<file path="src/sv/pxs_pkg.sv">
// Shared types and constants for the XOR selection read block.
// Used by pxs_front, pxs_queue, pxs_back and pir_xor_select_read; no dependencies.
package pxs_pkg;

    localparam int CNT_W  = 11;   // element count register
    localparam int NWD_W  = 4;    // words per element register
    localparam int OFF_W  = 10;   // rotate offset register
    localparam int SLOT_W = 7;    // selection byte index
    localparam int ELEM_W = 10;   // element index
    localparam int WIDX_W = 3;    // word index
    localparam int DATA_W = 64;   // data word

    localparam int CFG_IDX_W  = 2;
    localparam int CFG_DATA_W = 11;

    // Configuration register indexes.
    localparam logic [CFG_IDX_W-1:0] REG_ELEMENT_COUNT     = 2'd0;
    localparam logic [CFG_IDX_W-1:0] REG_WORDS_PER_ELEMENT = 2'd1;
    localparam logic [CFG_IDX_W-1:0] REG_ROTATE_OFFSET     = 2'd2;

    // Input command codes.
    localparam logic CMD_LOAD_SELECT = 1'b0;
    localparam logic CMD_DATA_WORD   = 1'b1;

    // Effective configuration, already saturated where the registers allow.
    typedef struct packed {
        logic [CNT_W-1:0] count;
        logic [NWD_W-1:0] nwords;
        logic [OFF_W-1:0] offset;
    } t_cfg;

    // One classified element word handed from the front to the back.
    typedef struct packed {
        logic [WIDX_W-1:0] word_idx;
        logic [DATA_W-1:0] data;
        logic              hit;
        logic              final_word;
    } t_entry;

endpackage

</file>
<file path="src/sv/pxs_front.sv">
// Front part: stores selection bytes and classifies element words.
// Holds the selection byte memory; depends on pxs_pkg.
module pxs_front #(
    parameter int SEL_DEPTH = 128,
    parameter int QDEPTH    = 4
) (
    input  logic                     i_clk,
    input  logic                     i_rst_n,
    input  pxs_pkg::t_cfg            i_cfg,
    input  logic                     i_valid,
    output logic                     o_ready,
    input  logic                     i_command,
    input  logic [pxs_pkg::SLOT_W-1:0] i_slot,
    input  logic [7:0]               i_sel_byte,
    input  logic [pxs_pkg::ELEM_W-1:0] i_elem,
    input  logic [pxs_pkg::WIDX_W-1:0] i_word_idx,
    input  logic [pxs_pkg::DATA_W-1:0] i_data,
    input  logic                     i_final,
    input  logic [$clog2(QDEPTH+1)-1:0] i_q_count,
    output logic                     o_push,
    output pxs_pkg::t_entry          o_entry
);
    import pxs_pkg::*;

    localparam int MA = (SEL_DEPTH > 1) ? $clog2(SEL_DEPTH) : 1;

    logic [7:0] r_sel_mem [SEL_DEPTH];
    logic [7:0] r_sel_q;

    logic                r_s1_valid;
    logic                r_s1_inrange;
    logic [2:0]          r_s1_bitpos;
    logic [WIDX_W-1:0]   r_s1_word_idx;
    logic [DATA_W-1:0]   r_s1_data;
    logic                r_s1_final;

    logic              accept;
    logic              do_write;
    logic              do_read;
    logic [OFF_W-1:0]  off_eff;
    logic [CNT_W-1:0]  sum;
    logic [CNT_W-1:0]  bit_idx;
    logic              inrange;
    logic              hit;

    // Room is kept for the word in flight in stage one as well as a new one.
    assign o_ready = (32'(i_q_count) + 32'(r_s1_valid)) < QDEPTH;
    assign accept  = i_valid && o_ready;

    assign do_write = accept && (i_command == CMD_LOAD_SELECT) && (32'(i_slot) < SEL_DEPTH);
    assign do_read  = accept && (i_command == CMD_DATA_WORD);

    always_comb begin
        off_eff = ({1'b0, i_cfg.offset} >= i_cfg.count) ? '0 : i_cfg.offset;
        sum     = CNT_W'(i_elem) + CNT_W'(off_eff);
        bit_idx = (sum >= i_cfg.count) ? sum - i_cfg.count : sum;
        inrange = (CNT_W'(i_elem) < i_cfg.count) && (NWD_W'(i_word_idx) < i_cfg.nwords);
    end

    always_ff @(posedge i_clk) begin
        if (do_write) begin
            r_sel_mem[MA'(i_slot)] <= i_sel_byte;
        end
        if (do_read) begin
            r_sel_q <= r_sel_mem[MA'(bit_idx >> 3)];
        end
    end

    always_ff @(posedge i_clk) begin
        if (!i_rst_n) begin
            r_s1_valid <= 1'b0;
        end else begin
            r_s1_valid <= do_read;
        end
        if (do_read) begin
            r_s1_inrange  <= inrange;
            r_s1_bitpos   <= bit_idx[2:0];
            r_s1_word_idx <= i_word_idx;
            r_s1_data     <= i_data;
            r_s1_final    <= i_final;
        end
    end

    assign hit    = r_s1_inrange && r_sel_q[r_s1_bitpos];
    // Words that change nothing are dropped unless they close the scan.
    assign o_push = r_s1_valid && (hit || r_s1_final);

    always_comb begin
        o_entry.word_idx   = r_s1_word_idx;
        o_entry.data       = r_s1_data;
        o_entry.hit        = hit;
        o_entry.final_word = r_s1_final;
    end

endmodule

</file>
<file path="src/sv/pxs_queue.sv">
// Short queue between the front and the back parts.
// Register based; depends on pxs_pkg.
module pxs_queue #(
    parameter int DEPTH = 4
) (
    input  logic                        i_clk,
    input  logic                        i_rst_n,
    input  logic                        i_push,
    input  pxs_pkg::t_entry             i_entry,
    input  logic                        i_pop,
    output logic                        o_valid,
    output pxs_pkg::t_entry             o_entry,
    output logic [$clog2(DEPTH+1)-1:0]  o_count
);
    import pxs_pkg::*;

    localparam int PW = (DEPTH > 1) ? $clog2(DEPTH) : 1;
    localparam int CW = $clog2(DEPTH + 1);

    t_entry          r_mem [DEPTH];
    logic [PW-1:0]   r_wp;
    logic [PW-1:0]   r_rp;
    logic [CW-1:0]   r_count;

    assign o_valid = (r_count != '0);
    assign o_entry = r_mem[r_rp];
    assign o_count = r_count;

    always_ff @(posedge i_clk) begin
        if (!i_rst_n) begin
            r_wp    <= '0;
            r_rp    <= '0;
            r_count <= '0;
        end else begin
            if (i_push) begin
                r_wp <= (32'(r_wp) == DEPTH - 1) ? '0 : r_wp + 1'b1;
            end
            if (i_pop) begin
                r_rp <= (32'(r_rp) == DEPTH - 1) ? '0 : r_rp + 1'b1;
            end
            if (i_push && !i_pop) begin
                r_count <= r_count + 1'b1;
            end else if (i_pop && !i_push) begin
                r_count <= r_count - 1'b1;
            end
        end
        if (i_push) begin
            r_mem[r_wp] <= i_entry;
        end
    end

`ifndef SYNTH
    a_no_overflow: assert property (@(posedge i_clk) disable iff (!i_rst_n)
        i_push |-> (32'(r_count) < DEPTH || i_pop))
        else $error("queue written while full");
    a_no_underflow: assert property (@(posedge i_clk) disable iff (!i_rst_n)
        i_pop |-> r_count != '0)
        else $error("queue read while empty");
`endif

endmodule

</file>
<file path="src/sv/pxs_back.sv">
// Back part: XOR accumulator and result drain with its output register.
// Depends on pxs_pkg.
module pxs_back #(
    parameter int ACC_N = 8
) (
    input  logic                      i_clk,
    input  logic                      i_rst_n,
    input  pxs_pkg::t_cfg             i_cfg,
    input  logic                      i_q_valid,
    input  pxs_pkg::t_entry           i_q_entry,
    output logic                      o_pop,
    output logic                      o_valid,
    input  logic                      i_ready,
    output logic [pxs_pkg::WIDX_W-1:0] o_word_idx,
    output logic [pxs_pkg::DATA_W-1:0] o_word,
    output logic                      o_last
);
    import pxs_pkg::*;

    localparam int AW = (ACC_N > 1) ? $clog2(ACC_N) : 1;

    logic [DATA_W-1:0] r_acc [ACC_N];
    logic              r_drain;
    logic [NWD_W-1:0]  r_k;
    logic              r_o_valid;
    logic [WIDX_W-1:0] r_o_idx;
    logic [DATA_W-1:0] r_o_word;
    logic              r_o_last;

    logic              out_free;
    logic              step;
    logic              k_stored;
    logic              k_last;
    logic [AW-1:0]     rd_idx;
    logic [DATA_W-1:0] acc_rd;

    assign out_free = !r_o_valid || i_ready;
    assign o_pop    = i_q_valid && !r_drain;
    assign step     = r_drain && out_free;
    assign k_stored = 32'(r_k) < ACC_N;
    assign k_last   = (r_k + 1'b1) == i_cfg.nwords;

    // One read port, shared by the drain and by accumulation.
    assign rd_idx = r_drain ? AW'(r_k) : AW'(i_q_entry.word_idx);
    assign acc_rd = r_acc[rd_idx];

    always_ff @(posedge i_clk) begin
        if (!i_rst_n) begin
            for (int i = 0; i < ACC_N; i++) begin
                r_acc[i] <= '0;
            end
            r_drain   <= 1'b0;
            r_k       <= '0;
            r_o_valid <= 1'b0;
        end else begin
            if (o_pop && i_q_entry.hit) begin
                r_acc[rd_idx] <= acc_rd ^ i_q_entry.data;
            end else if (step && k_last) begin
                // The read-out ends by clearing every position, including any
                // left over from a larger words-per-element setting.
                for (int i = 0; i < ACC_N; i++) begin
                    r_acc[i] <= '0;
                end
            end else if (step && k_stored) begin
                r_acc[rd_idx] <= '0;
            end
            if (o_pop && i_q_entry.final_word) begin
                r_drain <= 1'b1;
                r_k     <= '0;
            end else if (step) begin
                r_k <= r_k + 1'b1;
                if (k_last) begin
                    r_drain <= 1'b0;
                end
            end
            if (step) begin
                r_o_valid <= 1'b1;
            end else if (i_ready) begin
                r_o_valid <= 1'b0;
            end
        end
        if (step) begin
            r_o_idx  <= r_k[WIDX_W-1:0];
            r_o_word <= k_stored ? acc_rd : '0;
            r_o_last <= k_last;
        end
    end

    assign o_valid    = r_o_valid;
    assign o_word_idx = r_o_idx;
    assign o_word     = r_o_word;
    assign o_last     = r_o_last;

`ifndef SYNTH
    a_drain_in_range: assert property (@(posedge i_clk) disable iff (!i_rst_n)
        r_drain |-> r_k < i_cfg.nwords)
        else $error("drain index past words per element");
    a_drain_starts_at_zero: assert property (@(posedge i_clk) disable iff (!i_rst_n)
        (o_pop && i_q_entry.final_word) |=> (r_drain && r_k == '0))
        else $error("drain did not start at word zero");
`endif

endmodule

</file>
<file path="src/sv/pir_xor_select_read.sv">
// Throughput: one item per cycle while the queue has room; a final word makes the
// back part emit words_per_element results, one per cycle while the output is taken,
// while the queue absorbs up to four words. From an accepted final word, the first result
// passes the selection memory read, the queue and the drain into the output register.
// Reset: synchronous, active low; clears control state and the accumulator, returns the
// configuration registers to their defaults; selection bytes stay undefined until written.
module pir_xor_select_read #(
    parameter int MAX_ELEMENTS = 1024,
    parameter int WORDS        = 8
) (
    input  logic                               i_clk,
    input  logic                               i_rst_n,
    // Configuration write port.
    input  logic                               i_cfg_we,
    input  logic [pxs_pkg::CFG_IDX_W-1:0]      i_cfg_idx,
    input  logic [pxs_pkg::CFG_DATA_W-1:0]     i_cfg_data,
    // Input stream.
    input  logic                               s_axis_tvalid,
    output logic                               s_axis_tready,
    // [6:0] select_byte_index, [14:7] select_byte, [24:15] element_index,
    // [27:25] word_index, [91:28] data_word, [95:92] zero
    input  logic [95:0]                        s_axis_tdata,
    // [0] command
    input  logic                               s_axis_tuser,
    // final_word
    input  logic                               s_axis_tlast,
    // Result stream.
    output logic                               m_axis_tvalid,
    input  logic                               m_axis_tready,
    // [2:0] out_word_index, [66:3] out_word, [71:67] zero
    output logic [71:0]                        m_axis_tdata,
    // out_last
    output logic                               m_axis_tlast
);
    import pxs_pkg::*;

    // The selection index field reaches at most 128 bytes.
    localparam int SEL_BYTES = (MAX_ELEMENTS + 7) / 8;
    localparam int SEL_DEPTH = (SEL_BYTES > 128) ? 128 : SEL_BYTES;
    // Only word positions the word index field can name are ever nonzero.
    localparam int ACC_N     = (WORDS > 8) ? 8 : WORDS;
    localparam int QDEPTH    = 4;
    localparam int CNT_MAXI  = (MAX_ELEMENTS > 2047) ? 2047 : MAX_ELEMENTS;
    localparam int NWD_MAXI  = (WORDS > 15) ? 15 : WORDS;
    localparam logic [CNT_W-1:0] CNT_MAX = CNT_W'(CNT_MAXI);
    localparam logic [NWD_W-1:0] NWD_MAX = NWD_W'(NWD_MAXI);
    localparam logic [CNT_W-1:0] CNT_RST = CNT_W'((CNT_MAXI < 1024) ? CNT_MAXI : 1024);
    localparam logic [NWD_W-1:0] NWD_RST = NWD_W'((NWD_MAXI < 8) ? NWD_MAXI : 8);

    // Count and words-per-element registers hold the effective (saturated) values; the offset is kept as written.
    t_cfg             r_cfg;
    logic [CNT_W-1:0] cfg_cnt;
    logic [NWD_W-1:0] cfg_nwd;

    assign cfg_cnt = i_cfg_data[CNT_W-1:0];
    assign cfg_nwd = i_cfg_data[NWD_W-1:0];

    always_ff @(posedge i_clk) begin
        if (!i_rst_n) begin
            r_cfg.count  <= CNT_RST;
            r_cfg.nwords <= NWD_RST;
            r_cfg.offset <= '0;
        end else if (i_cfg_we) begin
            unique case (i_cfg_idx)
                REG_ELEMENT_COUNT: begin
                    r_cfg.count <= (cfg_cnt == '0) ? CNT_W'(1) :
                                   (cfg_cnt > CNT_MAX) ? CNT_MAX : cfg_cnt;
                end
                REG_WORDS_PER_ELEMENT: begin
                    r_cfg.nwords <= (cfg_nwd == '0) ? NWD_W'(1) :
                                    (cfg_nwd > NWD_MAX) ? NWD_MAX : cfg_nwd;
                end
                REG_ROTATE_OFFSET: begin
                    r_cfg.offset <= i_cfg_data[OFF_W-1:0];
                end
                default: begin
                end
            endcase
        end
    end

    logic                        push;
    t_entry                      push_entry;
    logic                        q_valid;
    t_entry                      q_entry;
    logic [$clog2(QDEPTH+1)-1:0] q_count;
    logic                        pop;
    logic [WIDX_W-1:0]           out_idx;
    logic [DATA_W-1:0]           out_word;

    // The front reads the selection bit for each word and passes only words that
    // change the accumulator, plus the word that closes the scan.
    pxs_front #(
        .SEL_DEPTH (SEL_DEPTH),
        .QDEPTH    (QDEPTH)
    ) u_front (
        .i_clk      (i_clk),
        .i_rst_n    (i_rst_n),
        .i_cfg      (r_cfg),
        .i_valid    (s_axis_tvalid),
        .o_ready    (s_axis_tready),
        .i_command  (s_axis_tuser),
        .i_slot     (s_axis_tdata[6:0]),
        .i_sel_byte (s_axis_tdata[14:7]),
        .i_elem     (s_axis_tdata[24:15]),
        .i_word_idx (s_axis_tdata[27:25]),
        .i_data     (s_axis_tdata[91:28]),
        .i_final    (s_axis_tlast),
        .i_q_count  (q_count),
        .o_push     (push),
        .o_entry    (push_entry)
    );

    pxs_queue #(
        .DEPTH (QDEPTH)
    ) u_queue (
        .i_clk   (i_clk),
        .i_rst_n (i_rst_n),
        .i_push  (push),
        .i_entry (push_entry),
        .i_pop   (pop),
        .o_valid (q_valid),
        .o_entry (q_entry),
        .o_count (q_count)
    );

    // The back XORs words in and, after the closing word, drains and clears
    // the accumulator; it takes no queue entry while draining.
    pxs_back #(
        .ACC_N (ACC_N)
    ) u_back (
        .i_clk      (i_clk),
        .i_rst_n    (i_rst_n),
        .i_cfg      (r_cfg),
        .i_q_valid  (q_valid),
        .i_q_entry  (q_entry),
        .o_pop      (pop),
        .o_valid    (m_axis_tvalid),
        .i_ready    (m_axis_tready),
        .o_word_idx (out_idx),
        .o_word     (out_word),
        .o_last     (m_axis_tlast)
    );

    assign m_axis_tdata = {5'b0, out_word, out_idx};

endmodule
</file>
<file path="config.mk">
export PLATFORM = sky130hd
export DESIGN_NAME = pir_xor_select_read
export DESIGN_NICKNAME = d
export VERILOG_FILES = /design/src/sv/pxs_pkg.sv /design/src/sv/pxs_front.sv /design/src/sv/pxs_queue.sv /design/src/sv/pxs_back.sv /design/src/sv/pir_xor_select_read.sv
export SDC_FILE = /design/constraint.sdc
export NUM_CORES = 2
export LEC_CHECK = 0
export ABC_AREA = 1
export BUFFER_PORTS_ARGS = -buffer_cell sky130_fd_sc_hd__buf_2
export CORE_MARGIN = 10
export CORE_UTILIZATION = 55
export CTS_CLUSTER_DIAMETER = 80
export DETAILED_ROUTE_END_ITERATION = 8
export PLACE_DENSITY = 0.71
export SETUP_SLACK_MARGIN = 0.5
export SLEW_MARGIN = 10
export SYNTH_ARGS = -nofsm -noshare
export SYNTH_HDL_FRONTEND = slang
export SYNTH_HIERARCHICAL = 1
export SYNTH_SLANG_ARGS = --single-unit
</file>
<file path="constraint.sdc">
create_clock -name i_clk -period 7.4 [get_ports i_clk]
set_clock_uncertainty 0.05 [all_clocks]
set_input_delay 0.37 -clock i_clk [delete_from_list [all_inputs] [get_ports i_clk]]
set_output_delay 0.37 -clock i_clk [all_outputs]
set_load 0.01 [all_outputs]
</file>
==> impl_results.md <==
- Maximum VDD drop: 0.320 mV
- Die area: 0.181 mm^2
- GR Util met2: 0.442
- Final #Nets: 9216
- Lkg Pwr: 42.3 nW
- Worst-path fanout max: 13
- Num CTS Buffers: 202
- Post-layout min period: 6640 ps
- Setup slack, reg-to-reg: 760 ps
- Routability cong.: 0.870
- Measured slew at the worst slew-check pin: 1170 ps
- Max cap viols: 0
- Most frequent cells in the layout: edfxtp_1 (1960), nand2_1 (1888), inv_1 (1642)
- Clk sinks: 2001
- Seq/Total Area, Yosys: 0.662
- Crit path required time: 7960 ps
- Ports: 191
- RSZ-0062 raised after global routing: no
- Post-DP HPWL: 128 mm
- WHS: 58.1 ps
- Post-Synthesis Cells: 8867
- Met1 Use GR: 0.304
- Design area: 0.101 mm^2
- Antenna Nets Post-Route: 0
- Yosys warnings: 6
- CP bufs+invs: 7
- Routed WL: 235 mm
- Detailed Routing Iterations Pass 1: 8
- #FFs+latches synth: 2001
- Post-synth EDFFs: 1960
- Initial antenna violation count: 8
- Worst-path clk slew: 60 ps
- Main synth FF type: edfxtp_1
- Placed cell area: 0.0924 mm^2
- Critical Path Sink Type: flop
- Final Hold Fails: 0
- Layout fillers: 12800
- Depth of the most critical reg-to-reg path: 42
- Die Ht: 425 um
- First-pass GRT wire length: 348 mm
- PortBufs: 181
- Clk root buf: clkbuf_16
- Mapped cell area: 0.0902 mm^2
- Worst path most repeated cell: nand2_1
- Final core utilization: 0.619
- Min-delay src: s_axis_tdata[7]
- Initial Util: 0.554
- H-tree level count: 4
- Vias: 62500
- Worst Hold Class: in2reg
- CP max stage cell: fa_1
- Max-slew headroom: 0.221
- 1st-iter DRT viols: 7231
- Footprint of the multi-input gates: 0.0219 mm^2
- Pin count of the biggest net entering global routing: 130
- Status: finished clean
- Core Region: 0.163 mm^2
- Via density: 5.48
- Vias in the first global route: 60300
- DRC viols: 0
- Total GRT Usage: 0.249
- CP top delay family: simple AND/OR/NAND/NOR gates
- Ys async rst share: 0
- Min-Delay Path Depth: 1
- Post-Syn Area per Cell: 10.2 um^2
- Die Wd: 425 um
- Hold endpoint: u_front/r_sel_mem[103][0]$_DFFE_PP_
- Total power: 35.9 mW
- CP startpoint kind: flop
- Most common cell after layout, fill and taps aside: edfxtp_1
- Drt wl/cell: 20.7 um
- Layout cells sized above 1: 0.0865
- Grt peak-use layer: met2
- Remaining global-route overflow: 0
- Final setup viols: 0
- CP Data Arrival Time: 7190 ps
- CTS tree: yes
- Worst R2R End: u_front/r_sel_q[4]$_DFFE_PP_
- Slew Viols, Final: 0
- Worst path max stage delay: 410 ps
- Maximum clock rate: 151 MHz
- Skew-Pair Late Insertion Delay: 850 ps
- Row count: 148
- Met3 Use GR: 0.0358
- Netlist cell types: 53
- P per Cell Area: 357 mW/mm^2
- Setup TNS: 0 ps
- Register Area: 0.0597 mm^2
- Worst setup path class: reg2reg
- Period utilisation layout: 0.897
- Reg-to-Reg Start: r_cfg[16]$_SDFFE_PN0P_
- CTS max path bufs: 3
- Synthesis-to-layout area growth: 11.7%
-- stage by stage --
| stage | instances | setup WS [ps] |
|---|---|---|
| after global routing | 11400 | 325 |
| final | 11400 | 764 |
| after CTS | 11400 | 622 |
| after global placement | 10900 | 757 |
| after detailed placement | 10900 | 674 |
| after floorplan | 8871 | 2230 |
-- power breakdown --
part	switching (mW)	internal (mW)	total, mW
Combinational	8.58	3.11	11.7
Sequential	0.366	13.7	14.1
Clock	4.32	5.84	10.2
-- synthesized netlist by cell type, types with 11 or more instances --
| library cell | count | area share |
|---|---|---|
| nand4_1 | 15 | 0.0010 |
| clkbuf_1 | 63 | 0.0026 |
| nand2_1 | 1905 | 0.079 |
| nor2_1 | 964 | 0.040 |
| dfxtp_1 | 41 | 0.0091 |
| a21oi_1 | 38 | 0.0021 |
| edfxtp_1 | 1960 | 0.65 |
| ha_1 | 49 | 0.0068 |
| nand2_2 | 11 | 0.00076 |
| buf_4 | 136 | 0.011 |
| o21ai_1 | 117 | 0.0065 |
| nor2_2 | 30 | 0.0021 |
| buf_6 | 40 | 0.0050 |
| nand3_1 | 1314 | 0.073 |
| buf_2 | 192 | 0.011 |
| inv_1 | 1648 | 0.069 |
| o21ai_0 | 112 | 0.0062 |
| nand3_4 | 13 | 0.0025 |
| o22ai_1 | 70 | 0.0049 |
| nand3_2 | 57 | 0.0063 |
-- final cells by class --
class	count	share of cell area
Antenna cell	5	0.000124
Sequential cell	2001	0.593
Clock inverter	135	0.0131
Inverter	1660	0.0623
Tap cell	2175	0.0270
Timing Repair Buffer	411	0.0347
Multi-Input combinational cell	4772	0.218
Clock buffer	239	0.0524
-- repair_timing --
| item | CTS | global route |
|---|---|---|
| setup endpoints to repair | 0 | 8 |
| hold endpoints to repair | 107 | 0 |
| resized for setup | 0 | 51 |
| hold buffers | 99 | 0 |
| setup buffers | 0 | 16 |
-- state kept, by name, indices dropped and copies added (netlist names), 4 cells and up, named ones only --
| register | flops |
|---|---|
| u_back/r_k | 4 |
| r_cfg | 25 |
| u_back/r_acc | 512 |
| u_front/r_sel_mem | 1024 |
| u_front/r_sel_q | 8 |
| u_queue/r_mem | 276 |
| u_front/r_s1_data | 64 |
| u_back/o_word | 64 |
-- worst max path at each step --
| stage | cells past startpoint | from | end | slack (ps) |
|---|---|---|---|---|
| floorplan | 41 | r_cfg[16]$_SDFFE_PN0P_ | u_front/r_sel_q[7]$_DFFE_PP_ | 2230 |
| global placement | 39 | r_cfg[16]$_SDFFE_PN0P_ | u_front/r_sel_q[4]$_DFFE_PP_ | 760 |
| detailed placement | 39 | r_cfg[16]$_SDFFE_PN0P_ | u_front/r_sel_q[4]$_DFFE_PP_ | 670 |
| CTS | 39 | r_cfg[16]$_SDFFE_PN0P_ | u_front/r_sel_q[5]$_DFFE_PP_ | 620 |
| global route | 44 | r_cfg[16]$_SDFFE_PN0P_ | u_front/r_sel_q[7]$_DFFE_PP_ | 330 |
| finish | 42 | r_cfg[16]$_SDFFE_PN0P_ | u_front/r_sel_q[4]$_DFFE_PP_ | 760 |
-- cell families after synthesis --
logic type / synth area share
DFF: 0.662
AOI/OAI and AO/OA: 0.0224
xor gates and xnor gates: 0.00146
buffers and inverters: 0.0996
adders and majority gates: 0.00747
other: 0.0000416
and+or+nand+nor: 0.207
muxes: 0.000222
-- metal layers --
metal	up-vias	routed length [um]
li1	29100	-
met1	29800	86200
met2	2985	120000
met3	591	19200
met4	6	10300
met5	-	34
Power figures use the tool's default switching activity.
